[src/rtl/phi_pkg.sv]
`timescale 1ns / 1ps
// Shared types and constants for the position history interpolator.
// No dependencies; imported by every module of the block but phi_ram.
package phi_pkg;

    // Field widths fixed by the item format
    localparam int unsigned TIME_W = 63;
    localparam int unsigned POS_W  = 32;
    localparam int unsigned ENTRY_W = TIME_W + POS_W;

    // Default store depth
    localparam int unsigned HISTORY_DEPTH_DEF = 64;

    // Bisection stops once the span is this small, then a linear scan runs
    localparam int unsigned SPAN_LIMIT = 16;

    // Width of the interpolation magnitude and quotient (|pb - pa| < 2^33)
    localparam int unsigned MAG_W  = POS_W + 1;
    localparam int unsigned PROD_W = TIME_W + MAG_W;

    // Command codes
    localparam logic [1:0] CMD_APPEND  = 2'd0;
    localparam logic [1:0] CMD_LOOKUP  = 2'd1;
    localparam logic [1:0] CMD_FIND    = 2'd2;
    localparam logic [1:0] CMD_DISCARD = 2'd3;

    // Status codes
    localparam logic [1:0] ST_OK        = 2'd0;
    localparam logic [1:0] ST_NOT_FOUND = 2'd1;
    localparam logic [1:0] ST_BAD_DELTA = 2'd2;
    localparam logic [1:0] ST_FULL      = 2'd3;

    // One classified command beat, as queued between front and back
    typedef struct packed {
        logic [1:0]              kind;
        logic [TIME_W-1:0]       entry_time;
        logic signed [POS_W-1:0] entry_position;
        logic [TIME_W-1:0]       query_time;
    } op_t;

endpackage

[src/rtl/phi_front.sv]
`timescale 1ns / 1ps
// Front end: accepts command beats, classifies them and holds them in a
// two-entry queue for the back end. Depends on phi_pkg.
module phi_front (
    input  logic                         clk,
    input  logic                         rst_n,
    input  logic                         cmd_valid,
    output logic                         cmd_stall,
    input  logic [1:0]                   command,
    input  logic [phi_pkg::TIME_W-1:0]   entry_time,
    input  logic signed [phi_pkg::POS_W-1:0] entry_position,
    input  logic [phi_pkg::TIME_W-1:0]   query_time,
    output logic                         head_valid,
    output phi_pkg::op_t                 head,
    input  logic                         pop
);
    import phi_pkg::*;

    op_t        ops_reg [2];
    logic       wr_ptr_reg;
    logic       rd_ptr_reg;
    logic [1:0] fill_reg;
    logic       push;
    op_t        op_in;

    // Classify the incoming beat
    always_comb
    begin
        op_in.kind           = command;
        op_in.entry_time     = entry_time;
        op_in.entry_position = entry_position;
        op_in.query_time     = query_time;
        unique case (command)
            CMD_APPEND:
            begin
                op_in.query_time = '0;
            end
            CMD_LOOKUP, CMD_FIND, CMD_DISCARD:
            begin
                op_in.entry_time     = '0;
                op_in.entry_position = '0;
            end
            default:
            begin
                op_in.kind = command;
            end
        endcase
    end

    assign cmd_stall  = (fill_reg == 2'd2);
    assign push       = cmd_valid && !cmd_stall;
    assign head_valid = (fill_reg != 2'd0);
    assign head       = ops_reg[rd_ptr_reg];

    // Queue payload
    always_ff @(posedge clk)
    begin
        if (push)
        begin
            ops_reg[wr_ptr_reg] <= op_in;
        end
    end

    // Queue pointers and fill
    always_ff @(posedge clk or negedge rst_n)
    begin
        if (!rst_n)
        begin
            wr_ptr_reg <= 1'b0;
            rd_ptr_reg <= 1'b0;
            fill_reg   <= 2'd0;
        end
        else
        begin
            if (push)
            begin
                wr_ptr_reg <= !wr_ptr_reg;
            end
            if (pop)
            begin
                rd_ptr_reg <= !rd_ptr_reg;
            end
            fill_reg <= fill_reg + {1'b0, push} - {1'b0, pop};
        end
    end

endmodule

[config.mk]
export PLATFORM = sky130hd
export DESIGN_NAME = phi_front
export DESIGN_NICKNAME = d
export VERILOG_FILES = /design/src/rtl/phi_pkg.sv /design/src/rtl/phi_front.sv
export SDC_FILE = /design/constraint.sdc
export NUM_CORES = 1
export LEC_CHECK = 0
export BUFFER_PORTS_ARGS = -buffer_cell sky130_fd_sc_hd__buf_2
export CAP_MARGIN = 40
export CORE_AREA = 5 5 164 166
export CTS_CLUSTER_DIAMETER = 60
export DETAILED_ROUTE_END_ITERATION = 8
export DIE_AREA = 0 0 169 171
export PLACE_DENSITY = 0.77
export SETUP_SLACK_MARGIN = 0.1
export SLEW_MARGIN = 0
export SYNTH_ARGS = -nofsm -noshare
export SYNTH_HDL_FRONTEND = slang
export SYNTH_SLANG_ARGS = --single-unit
[constraint.sdc]
create_clock -name clk -period 8.8 [get_ports clk]
set_clock_uncertainty 0.05 [all_clocks]
set_input_delay 1.32 -clock clk [delete_from_list [all_inputs] [get_ports clk]]
set_output_delay 1.32 -clock clk [all_outputs]
set_load 0.1 [all_outputs]
* Word-level counts from Yosys, hierarchy flattened
Memory sizes are Yosys's and may differ from the RTL's. Cells that the tools add are included.
Word-level totals: word-level logic and storage cells 21, input bits 164, flip-flop bits (word level) 4, RAM bits 320, memories 1, output and inout bits 162
Memories:
- ops_reg | words 2, bits a word 160, rd ports 1, clocked after Yosys merged registers in 0, wr ports 1, RTL line phi_front.sv:19 | op_t ops_reg [2];
Operators by class: $add $sub $neg 2, equality and inequality tests 4, reductions and logical operators 7, muxes and demuxes 4
Operators with widths (count):
- 95-bit two-way mux | 1
- 63-bit two-way mux | 1
- 2-bit equality test (second input constant) | 3
- 1-bit zero test | 3
- 3-bit OR reduction | 1
- 2-bit by 1-bit adder with 2-bit output | 1
- 2-bit by 1-bit equality test with 1-bit output (second input constant) | 1
- 2-bit zero test | 1
- 1-bit two-way mux | 2
- 2-bit nonzero test | 1
- 2-bit by 1-bit subtractor with 2-bit output | 1
- 1-bit logical AND | 1

* Longest topological paths before layout
Gate-level depths: netlist of the first run.
depth after elaboration 5, mapped depth 7, depth with buffers taken out 7

* Least setup slack after synthesis of the first run
Ideal clock, no wire load.
kind input to register, from in cmd_valid, to mem ops_reg[0][0] (netlist bit) (enable), setup time 682 ps, buffers on the path 0, arrival 8053 ps, slack 15 ps, stages on the path 2, data required time 8068 ps, path through nand2_1 -> nor2_1
Between the ends: word-level cells in the longest chain between the ends 3
Ends and longest elaborated chain:
- start: declaration | RTL line phi_front.sv:7 | input logic cmd_valid,
- 1-bit logical AND | RTL line phi_front.sv:51 | assign push = cmd_valid && !cmd_stall;
- 1-bit two-way mux | RTL line phi_front.sv:58 | if (push)
- 1-bit two-way mux (implied by the code) | RTL line phi_front.sv:60 | ops_reg[wr_ptr_reg] <= op_in;
- end: declaration | RTL line phi_front.sv:19
Every way passes these cells.

==> run_results.csv, run 1 <==
group,metric,value,unit
synthesis,ys_async_sr_fraction,1.23,%
timing,worst_pin_slew,0.967,ns
floorplan,die_width,169,um
clocking,post_cts_resized,0,
layout,drive_above_1_share,52.1,%
timing,setup_viol,0,
synthesis,synthesis.nets,857,
timing,fin_hold_ws,0.495,ns
floorplan,die_h,171,um
drt,wirelength,26700,um
synthesis,synth_cell_types,20,
layout,syn2layout_area_growth,23.8,%
clocking,cts_root_buf,"clkbuf_16",
worst_setup_path,end_kind,"primary output",
global_routing,met3_usage,7.07,%
worst_setup_path,required,7.43,ns
place,dp_cells,1327,
timing,fmax,238,MHz
global_routing,grt_use_total,17.8,%
layout,nNetsFinal,1194,
hold_path,min_path_type,"reg2reg",
global_routing,grt_pass1_vias,7386,
clocking,clockBufferDepth,3,
layout,layout_common_cells,"buf_2, edfxtp_1, and2_1",
drt,drt_pass1_iterations,4,
synthesis,ys_warn_count,0,
clocking,cts_setup_buffers,0,
synthesis,ys_seq_area_share,73.7,%
timing,fin_setup_tns,0,ns
global_routing,antenna_found_initial,6,
worst_setup_path,critPathMaxFanout,129,
synthesis,synth-edff-count,320,
timing,drv_slew,0,
synthesis,synthTopCellsByArea,"edfxtp_1, mux2_4, mux2_2, and2_1, nor2b_1",
global_routing,grt_max_degree,130,
worst_setup_path,worstPathArrival,2.84,ns
synthesis,netlist.area_leader.share,72.9,%
timing,rsz0062_at_grt,"no",
flow_run,drv_cap,0,
layout,mostFrequentLayoutCell,"buf_2",
global_routing,grtUsageMet2,30.1,%
timing,final_hold_viol_count,0,
place,dp_hpwl,17800,um
drt,drc_errors,0,
global_routing,grt_pass1_wl,40300,um
global_routing,overflow,0,
floorplan,initial_core_util,51.7,%
drt,drtIter0Drc,568,
timing,period_needed,4.21,ns
floorplan,ios,326,
global_routing,use_met1,21.9,%
clocking,clock_latency,0.49,ns
clocking,clk_pin_slew_worst_paths,0.06,ns
clocking,cts_tree,"built",
floorplan,dieArea,28900,um2
synthesis,syn_inst,691,
clocking,htreeDepth,2,
clocking,cts_buffers,34,
worst_setup_path,critPathLaunchType,"flip-flop",
floorplan,core_area,25500,um2
drt,wire_per_inst,19.2,um
worst_setup_path,crit_type,"reg2out",
layout,largest_reg_flops,320,
timing,fin_crit_sh,47.8,%
place,port_buffers,325,
synthesis,netlist_area,13200,um2
synthesis,syn_avg_cell_area,19.1,um2
timing,max_slew_margin,35.6,%
clocking,cts-hold-fix-buffers,0,
layout,post-route-util,64.1,%
drt,num_vias,7030,
clocking,cts_sinks,324,
layout,final_cells,1388,
synthesis,synthFlopType,"edfxtp_1",
drt,viasPerCell,5.06,
global_routing,top_usage_layer,"met2",
synthesis,synth-seq-cells,324,
drt,drtAntennaViolNets,0,
place,gp_congestion,0.782,
outcome,status,"finished, final reports clean",
synthesis,synth_area_leader_cell,"edfxtp_1",
floorplan,rows,59,
[logic make-up (layout without fill, tap and decap cells)]
| kind of cell | Yosys count | count (layout) | share of synthesized area (%) |
|---|---|---|---|
| flip-flops | 324 | 324 | 73.7 |
| AND/OR/NAND/NOR | 164 | 164 | 7.75 |
| multiplexers | 160 | 160 | 16.2 |
| buffers and inverters | 37 | 398 | 1.88 |
| XOR/XNOR | 4 | 4 | 0.266 |
| adder cells (fa/ha/maj) | 2 | 2 | 0.190 |
| other | 0 | 1 | 0 |
[metrics by stage]
stage               area, um2  setup WS [ns]
floorplan               13200           2.72
global placement        15100           5.16
detailed placement      15200           5.15
CTS                     16300           4.61
global route            16300           4.51
finish                  16300           4.59
[final cells by class]
cell class,instances,area [um2]
inverter,2,7.51
clock buffer,43,948
multi-input combinational,330,3240
antenna,1,2.50
timing repair buffer,336,1800
tap,335,419
fill,1805,9150
clock inverter,17,189
sequential,324,9710
[critical path: stages, from the launching register on]
cell     delay (ns)
dfrtp_4        0.74
buf_12         0.68
mux2_4         0.30
buf_2          0.42
[cells in the mapped netlist (all sizes together), types with 2 or more instances]
cell type,count
buf,24
dfrtp,4
nor2,2
xnor2,3
nor2b,63
ha,2
clkbuf,11
and2,95
edfxtp,320
mux2,160
inv,2
[metal layers]
layer | part of all wire, % | vias up
met5 | 0.35 | -
met4 | 1.6 | 12
met3 | 10 | 46
met2 | 49 | 299
met1 | 39 | 3429
li1 | - | 3244
[worst paths after layout]
| kind | from | end | slack [ns] | depth (start not counted) |
|---|---|---|---|---|
| min in group asynchronous | rst_n | fill_reg[0] | 0.57 | 1 |
| max reg2reg | fill_reg[1] | ops_reg[0][99] | 6.52 | 5 |
| min | fill_reg[0] | fill_reg[0] | 0.49 | 1 |
| max in group asynchronous | rst_n | rd_ptr_reg | 7.98 | 1 |
| min reg2reg | fill_reg[0] | fill_reg[0] | 0.49 | 1 |
| max | rd_ptr_reg | head[81] | 4.59 | 3 |
Power of run 1 is not shown: default switching activity piles up to over one toggle a cycle in this logic, so the estimate is an artifact.
==> inputs of run 2 (changes only) <==
--- a/config.mk
+++ b/config.mk
@@ -7,11 +7,11 @@
 export LEC_CHECK = 0
 export BUFFER_PORTS_ARGS = -buffer_cell sky130_fd_sc_hd__buf_2
 export CAP_MARGIN = 40
-export CORE_AREA = 5 5 164 166
+export CORE_AREA = 5 5 172 174
 export CTS_CLUSTER_DIAMETER = 60
 export DETAILED_ROUTE_END_ITERATION = 8
-export DIE_AREA = 0 0 169 171
-export PLACE_DENSITY = 0.77
+export DIE_AREA = 0 0 177 179
+export PLACE_DENSITY = 0.73
 export SETUP_SLACK_MARGIN = 0.1
 export SLEW_MARGIN = 0
 export SYNTH_ARGS = -nofsm -noshare
==> constraint.sdc (replaced) <==
create_clock -name clk -period 3.7 [get_ports clk]
set_clock_uncertainty 0.05 [all_clocks]
set_input_delay 0.555 -clock clk [delete_from_list [all_inputs] [get_ports clk]]
set_output_delay 0.555 -clock clk [all_outputs]
set_load 0.1 [all_outputs]
==> run_results.csv, run 2 (synthesis results as in run 1) <==
group,metric,value,unit
outcome,status,"finished, final reports clean",
layout,antenna_cells,0,
layout,syn2layout_area_growth,23.7,%
worst_setup_path,end_kind,"primary output",
global_routing,top_usage_layer,"met2",
global_routing,met3_usage,4.91,%
place,port_buffers,325,
floorplan,dieArea,31700,um2
clocking,cts_sinks,324,
clocking,clockBufferDepth,3,
timing,drv_slew,0,
layout,seq_area,9710,um2
floorplan,die_h,179,um
worst_setup_path,reg2reg_depth,3,
worst_setup_path,critPathLaunchType,"flip-flop",
drt,viasPerCell,4.87,
timing,setup_viol,0,
worst_setup_path,critPathMaxFanout,47,
global_routing,grt_use_total,16.3,%
layout,mostFrequentLayoutCell,"buf_2",
hold_path,min_path_type,"in2reg",
clocking,htreeDepth,2,
floorplan,die_width,177,um
layout,drive_above_1_share,51.9,%
flow_run,drv_cap,0,
clocking,clk_pin_slew_worst_paths,0.06,ns
timing,worst_pin_slew,0.825,ns
timing,period_needed,3.14,ns
drt,num_vias,6980,
floorplan,rows,61,
global_routing,grt_pass1_wl,40300,um
clocking,clock_latency,0.50,ns
global_routing,overflow,0,
timing,final_hold_viol_count,0,
global_routing,grt_max_degree,102,
layout,largest_reg_flops,320,
drt,drtIter0Drc,367,
timing,rsz0062_at_grt,"no",
drt,drtAntennaViolNets,0,
worst_setup_path,crit_type,"reg2out",
layout,multi_input_area,3240,um2
global_routing,grt_pass1_vias,7554,
timing,fin_crit_sh,84.9,%
global_routing,use_met1,20.3,%
drt,wire_per_inst,18.6,um
hold_path,min_path_cells,2,
timing,max_slew_margin,45.0,%
clocking,cts_root_buf,"clkbuf_16",
place,dp_slack,1.06,ns
place,gp_congestion,0.767,
clocking,cts_buffers,36,
timing,setup_ws,0.558,ns
layout,nNetsFinal,1197,
timing,fmax,318,MHz
floorplan,initial_core_util,47.7,%
drt,wirelength,26700,um
worst_setup_path,required,3.09,ns
drt,drt_pass1_iterations,4,
drt,drc_errors,0,
place,dp_hpwl,17600,um
layout,layout_common_cells,"buf_2, edfxtp_1, and2_1",
timing,fin_setup_tns,0,ns
worst_setup_path,worstPathArrival,2.54,ns
global_routing,antenna_found_initial,0,
global_routing,grtUsageMet2,27.7,%
floorplan,core_area,27600,um2
layout,nFillCells,2145,
floorplan,ios,326,
clocking,cts_tree,"built",
run 2: changes by cell type in the layout (fill, tap and decap cells not counted):
cell           previous run  this run
dlygate4sd3_1             0         1
buf_4                     6         4
clkinv_8                  0         1
inv_8                     2         0
clkinv_2                  4         7
diode_2                   1         0
clkinv_1                  7        13
bufinv_16                 4         1
buf_16                    4         0
buf_12                    1         7
clkbuf_1                  6         2
run 2: layout make-up:
class | count | area share, %
Sequential cell | 324 | 59.6
Multi-Input combinational cell | 330 | 19.9
Timing Repair Buffer | 337 | 11.1
Clock buffer | 39 | 5.73
Tap cell | 378 | 2.90
Clock inverter | 22 | 0.798
Inverter | 2 | 0.0461
run 2: repair_timing:
action / in CTS / in global routing
hold endpoints to repair: 4 / 0
setup buffers: 0 / 0
resized for setup: 0 / 0
hold buffers: 1 / 0
run 2: layer usage:
metal / routed length (um) / part of all wire, %
met5: 0 / 0
met4: 649 / 2.4
met3: 2300 / 8.6
met2: 13200 / 49
met1: 10600 / 40
run 2: critical path: stages (launching register included):
cell	delay (ns)
dfrtp_4	0.92
buf_4	0.41
mux2_2	0.38
buf_2	0.29
run 2: metrics by stage:
stage	instance area (um2)	utilization (%)	std cells	hold WS [ns]
3_5_place_dp	15200	55.1	1370	0.322
3_3_place_gp	15200	55.1	1370	0.317
6_report	16300	59.0	1432	0.201
4_1_cts	16300	59.0	1432	0.176
5_1_grt	16300	59.0	1432	0.193
2_1_floorplan	13200	-	691	0.209
run 2: worst paths after layout:
path                                  start              end  slack (ns)
worst max-delay path             rd_ptr_reg         head[41]        0.56
worst min-delay path                    pop       rd_ptr_reg        0.20
worst max register to register  fill_reg[1]  ops_reg[1][106]        1.66
worst min register to register  fill_reg[1]      fill_reg[1]        0.46
max in group asynchronous             rst_n       rd_ptr_reg        3.10
min in group asynchronous             rst_n       rd_ptr_reg        0.36
Power of run 2 is left out for the same reason.
==> inputs of run 3 (changes only) <==
--- a/config.mk
+++ b/config.mk
@@ -5,13 +5,14 @@
 export SDC_FILE = /design/constraint.sdc
 export NUM_CORES = 1
 export LEC_CHECK = 0
+export ABC_AREA = 1
 export BUFFER_PORTS_ARGS = -buffer_cell sky130_fd_sc_hd__buf_2
 export CAP_MARGIN = 40
-export CORE_AREA = 5 5 172 174
+export CORE_AREA = 5 5 165 167
 export CTS_CLUSTER_DIAMETER = 60
 export DETAILED_ROUTE_END_ITERATION = 8
-export DIE_AREA = 0 0 177 179
-export PLACE_DENSITY = 0.73
+export DIE_AREA = 0 0 170 172
+export PLACE_DENSITY = 0.76
 export SETUP_SLACK_MARGIN = 0.1
 export SLEW_MARGIN = 0
 export SYNTH_ARGS = -nofsm -noshare
==> constraint.sdc (replaced) <==
create_clock -name clk -period 3.2 [get_ports clk]
set_clock_uncertainty 0.05 [all_clocks]
set_input_delay 0.48 -clock clk [delete_from_list [all_inputs] [get_ports clk]]
set_output_delay 0.48 -clock clk [all_outputs]
set_load 0.1 [all_outputs]
==> run_results.csv, run 3 <==
group,metric,value,unit
worst_setup_path,crit_type,"reg2out",
synthesis,netlist.area_leader.share,72.3,%
synthesis,muxShareOfSynthArea,0,%
synthesis,synthesis.nets,1363,
global_routing,overflow,0,
synthesis,ys_async_sr_fraction,1.23,%
worst_setup_path,r2r_start,"fill_reg[0]",
worst_setup_path,worstPathArrival,2.31,ns
synthesis,syn_avg_cell_area,11.1,um2
layout,multi_input_area,2110,um2
synthesis,yosys.cell_count.top_type,"inv_1",
clocking,post_cts_resized,0,
timing,rsz0062_at_grt,"no",
clocking,clock_latency,0.50,ns
synthesis,synthFlopType,"edfxtp_1",
synthesis,synthTopCellsByArea,"edfxtp_1, inv_1, o21ai_0, nand2_1, nor2_1",
synthesis,synth_compound_area_share,6.03,%
global_routing,grt_pass1_vias,8830,
floorplan,initial_core_util,51.9,%
flow_run,drv_cap,0,
layout,nFillCells,1953,
clocking,cts_buffers,34,
global_routing,grt_use_total,19.2,%
layout,largest_reg_flops,320,
global_routing,grt_max_degree,103,
synthesis,syn_inst,1197,
timing,drv_slew,0,
drt,drtIter0Drc,661,
drt,viasPerCell,4.76,
synthesis,synth_area_leader_cell,"edfxtp_1",
clocking,clk_pin_slew_worst_paths,0.06,ns
synthesis,synth_top_family_by_area,"buffers and inverters",
global_routing,top_usage_layer,"met2",
timing,fin_crit_sh,88.9,%
timing,setup_viol,0,
hold_path,hp-start,"pop",
drt,wire_per_inst,15.6,um
synthesis,synth-edff-count,320,
timing,fin_hold_ws,0.135,ns
global_routing,antenna_found_initial,9,
place,dp_cells,1824,
floorplan,die_h,172,um
floorplan,die_width,170,um
layout,final_cells,1888,
drt,drt_pass1_iterations,7,
clocking,cts_tree,"built",
layout,seq_area,9710,um2
clocking,htreeDepth,2,
synthesis,synthXorXnorAreaFrac,0.0659,%
timing,period_needed,2.84,ns
timing,fmax,352,MHz
floorplan,ios,326,
layout,syn2layout_area_growth,23.7,%
worst_setup_path,required,2.67,ns
place,dp_hpwl,19600,um
place,gp_congestion,0.808,
place,port_buffers,325,
drt,num_vias,8980,
synthesis,netlist_area,13300,um2
synthesis,ys_seq_area_share,73.1,%
hold_path,min_path_type,"in2reg",
clocking,clockBufferDepth,3,
floorplan,rows,59,
floorplan,core_area,25600,um2
worst_setup_path,critPathLaunchType,"flip-flop",
layout,mostFrequentLayoutCell,"buf_2",
timing,final_hold_viol_count,0,
synthesis,synth_simple_gate_area_share,9.45,%
global_routing,met3_usage,6.81,%
global_routing,grtUsageMet2,31.8,%
synthesis,synth_common_cells,"inv_1, edfxtp_1, nand2_1, o21ai_0, nor2_1",
floorplan,dieArea,29200,um2
synthesis,synth_cell_types,15,
timing,max_slew_margin,49.0,%
layout,drive_above_1_share,25.5,%
drt,drc_errors,0,
outcome,status,"finished, final reports clean",
clocking,cts_root_buf,"clkbuf_16",
drt,wirelength,29500,um
timing,worst_pin_slew,0.765,ns
synthesis,synth-adder-area-share,0.188,%
worst_setup_path,cp-startpoint,"rd_ptr_reg",
place,dp_slack,0.728,ns
global_routing,use_met1,23.8,%
timing,setup_ws,0.356,ns
layout,layout_common_cells,"buf_2, inv_1, edfxtp_1",
clocking,cts_sinks,324,
global_routing,grt_pass1_wl,44500,um
synthesis,synth-seq-cells,324,
drt,drtAntennaViolNets,0,
synthesis,ys_warn_count,0,
layout,nNetsFinal,1693,
worst_setup_path,critPathMaxFanout,102,
worst_setup_path,end_kind,"primary output",
run 3: final timing paths:
kind | to | cells past startpoint | slack [ns]
max in group asynchronous | rd_ptr_reg | 2 | 2.69
min in group asynchronous | fill_reg[0] | 2 | 0.27
setup reg to reg | ops_reg[0][8] | 5 | 1.12
setup / recovery | head[78] | 4 | 0.36
hold / removal | rd_ptr_reg | 2 | 0.13
hold reg to reg | wr_ptr_reg | 2 | 0.46
run 3: worst max-delay path: stages (launching register included):
cell     delay (ns)
dfrtp_4        0.70
buf_12         0.39
nand2_1        0.11
o21ai_0        0.10
buf_2          0.46
run 3: layer usage:
| layer | vias up | part of all wire (%) |
|---|---|---|
| li1 | 4409 | - |
| met1 | 4100 | 39 |
| met2 | 387 | 47 |
| met3 | 72 | 11 |
| met4 | 12 | 2.8 |
| met5 | - | 0.20 |
run 3: area by class of cell:
cell class                      instances  area share, %
Tap cell                              335           2.55
Multi-Input combinational cell        495           12.8
Antenna cell                            3         0.0457
Timing Repair Buffer                  345           11.6
Clock inverter                         10          0.403
Sequential cell                       324           59.1
Clock buffer                           49           6.03
Inverter                              327           7.50
run 3: what timing repair did:
action                                 CTS  global route
endpoints found under the hold margin    4             0
setup buffers                            0             1
setup endpoints to repair                0            13
hold buffers                             1             0
run 3: kinds of logic (layout without fill, tap and decap cells):
| group | Yosys count | after routing |
|---|---|---|
| compound gates | 160 | 160 |
| fa+ha+maj | 2 | 2 |
| buf+inv | 378 | 731 |
| xor+xnor | 1 | 1 |
| flops | 324 | 324 |
| other cells | 0 | 3 |
| simple gates | 332 | 332 |
run 3: through the flow:
| stage | TNS (ns) | cell area, um2 | utilization, % |
|---|---|---|---|
| 3_5_place_dp | 0 | 15300 | 59.9 |
| 5_1_grt | 0 | 16400 | 64.2 |
| 4_1_cts | 0 | 16400 | 64.0 |
| 3_3_place_gp | 0 | 15300 | 59.9 |
| 2_1_floorplan | -83.44 | 13300 | - |
| 6_report | 0 | 16400 | 64.2 |
Power of run 3 is left out for the same reason.
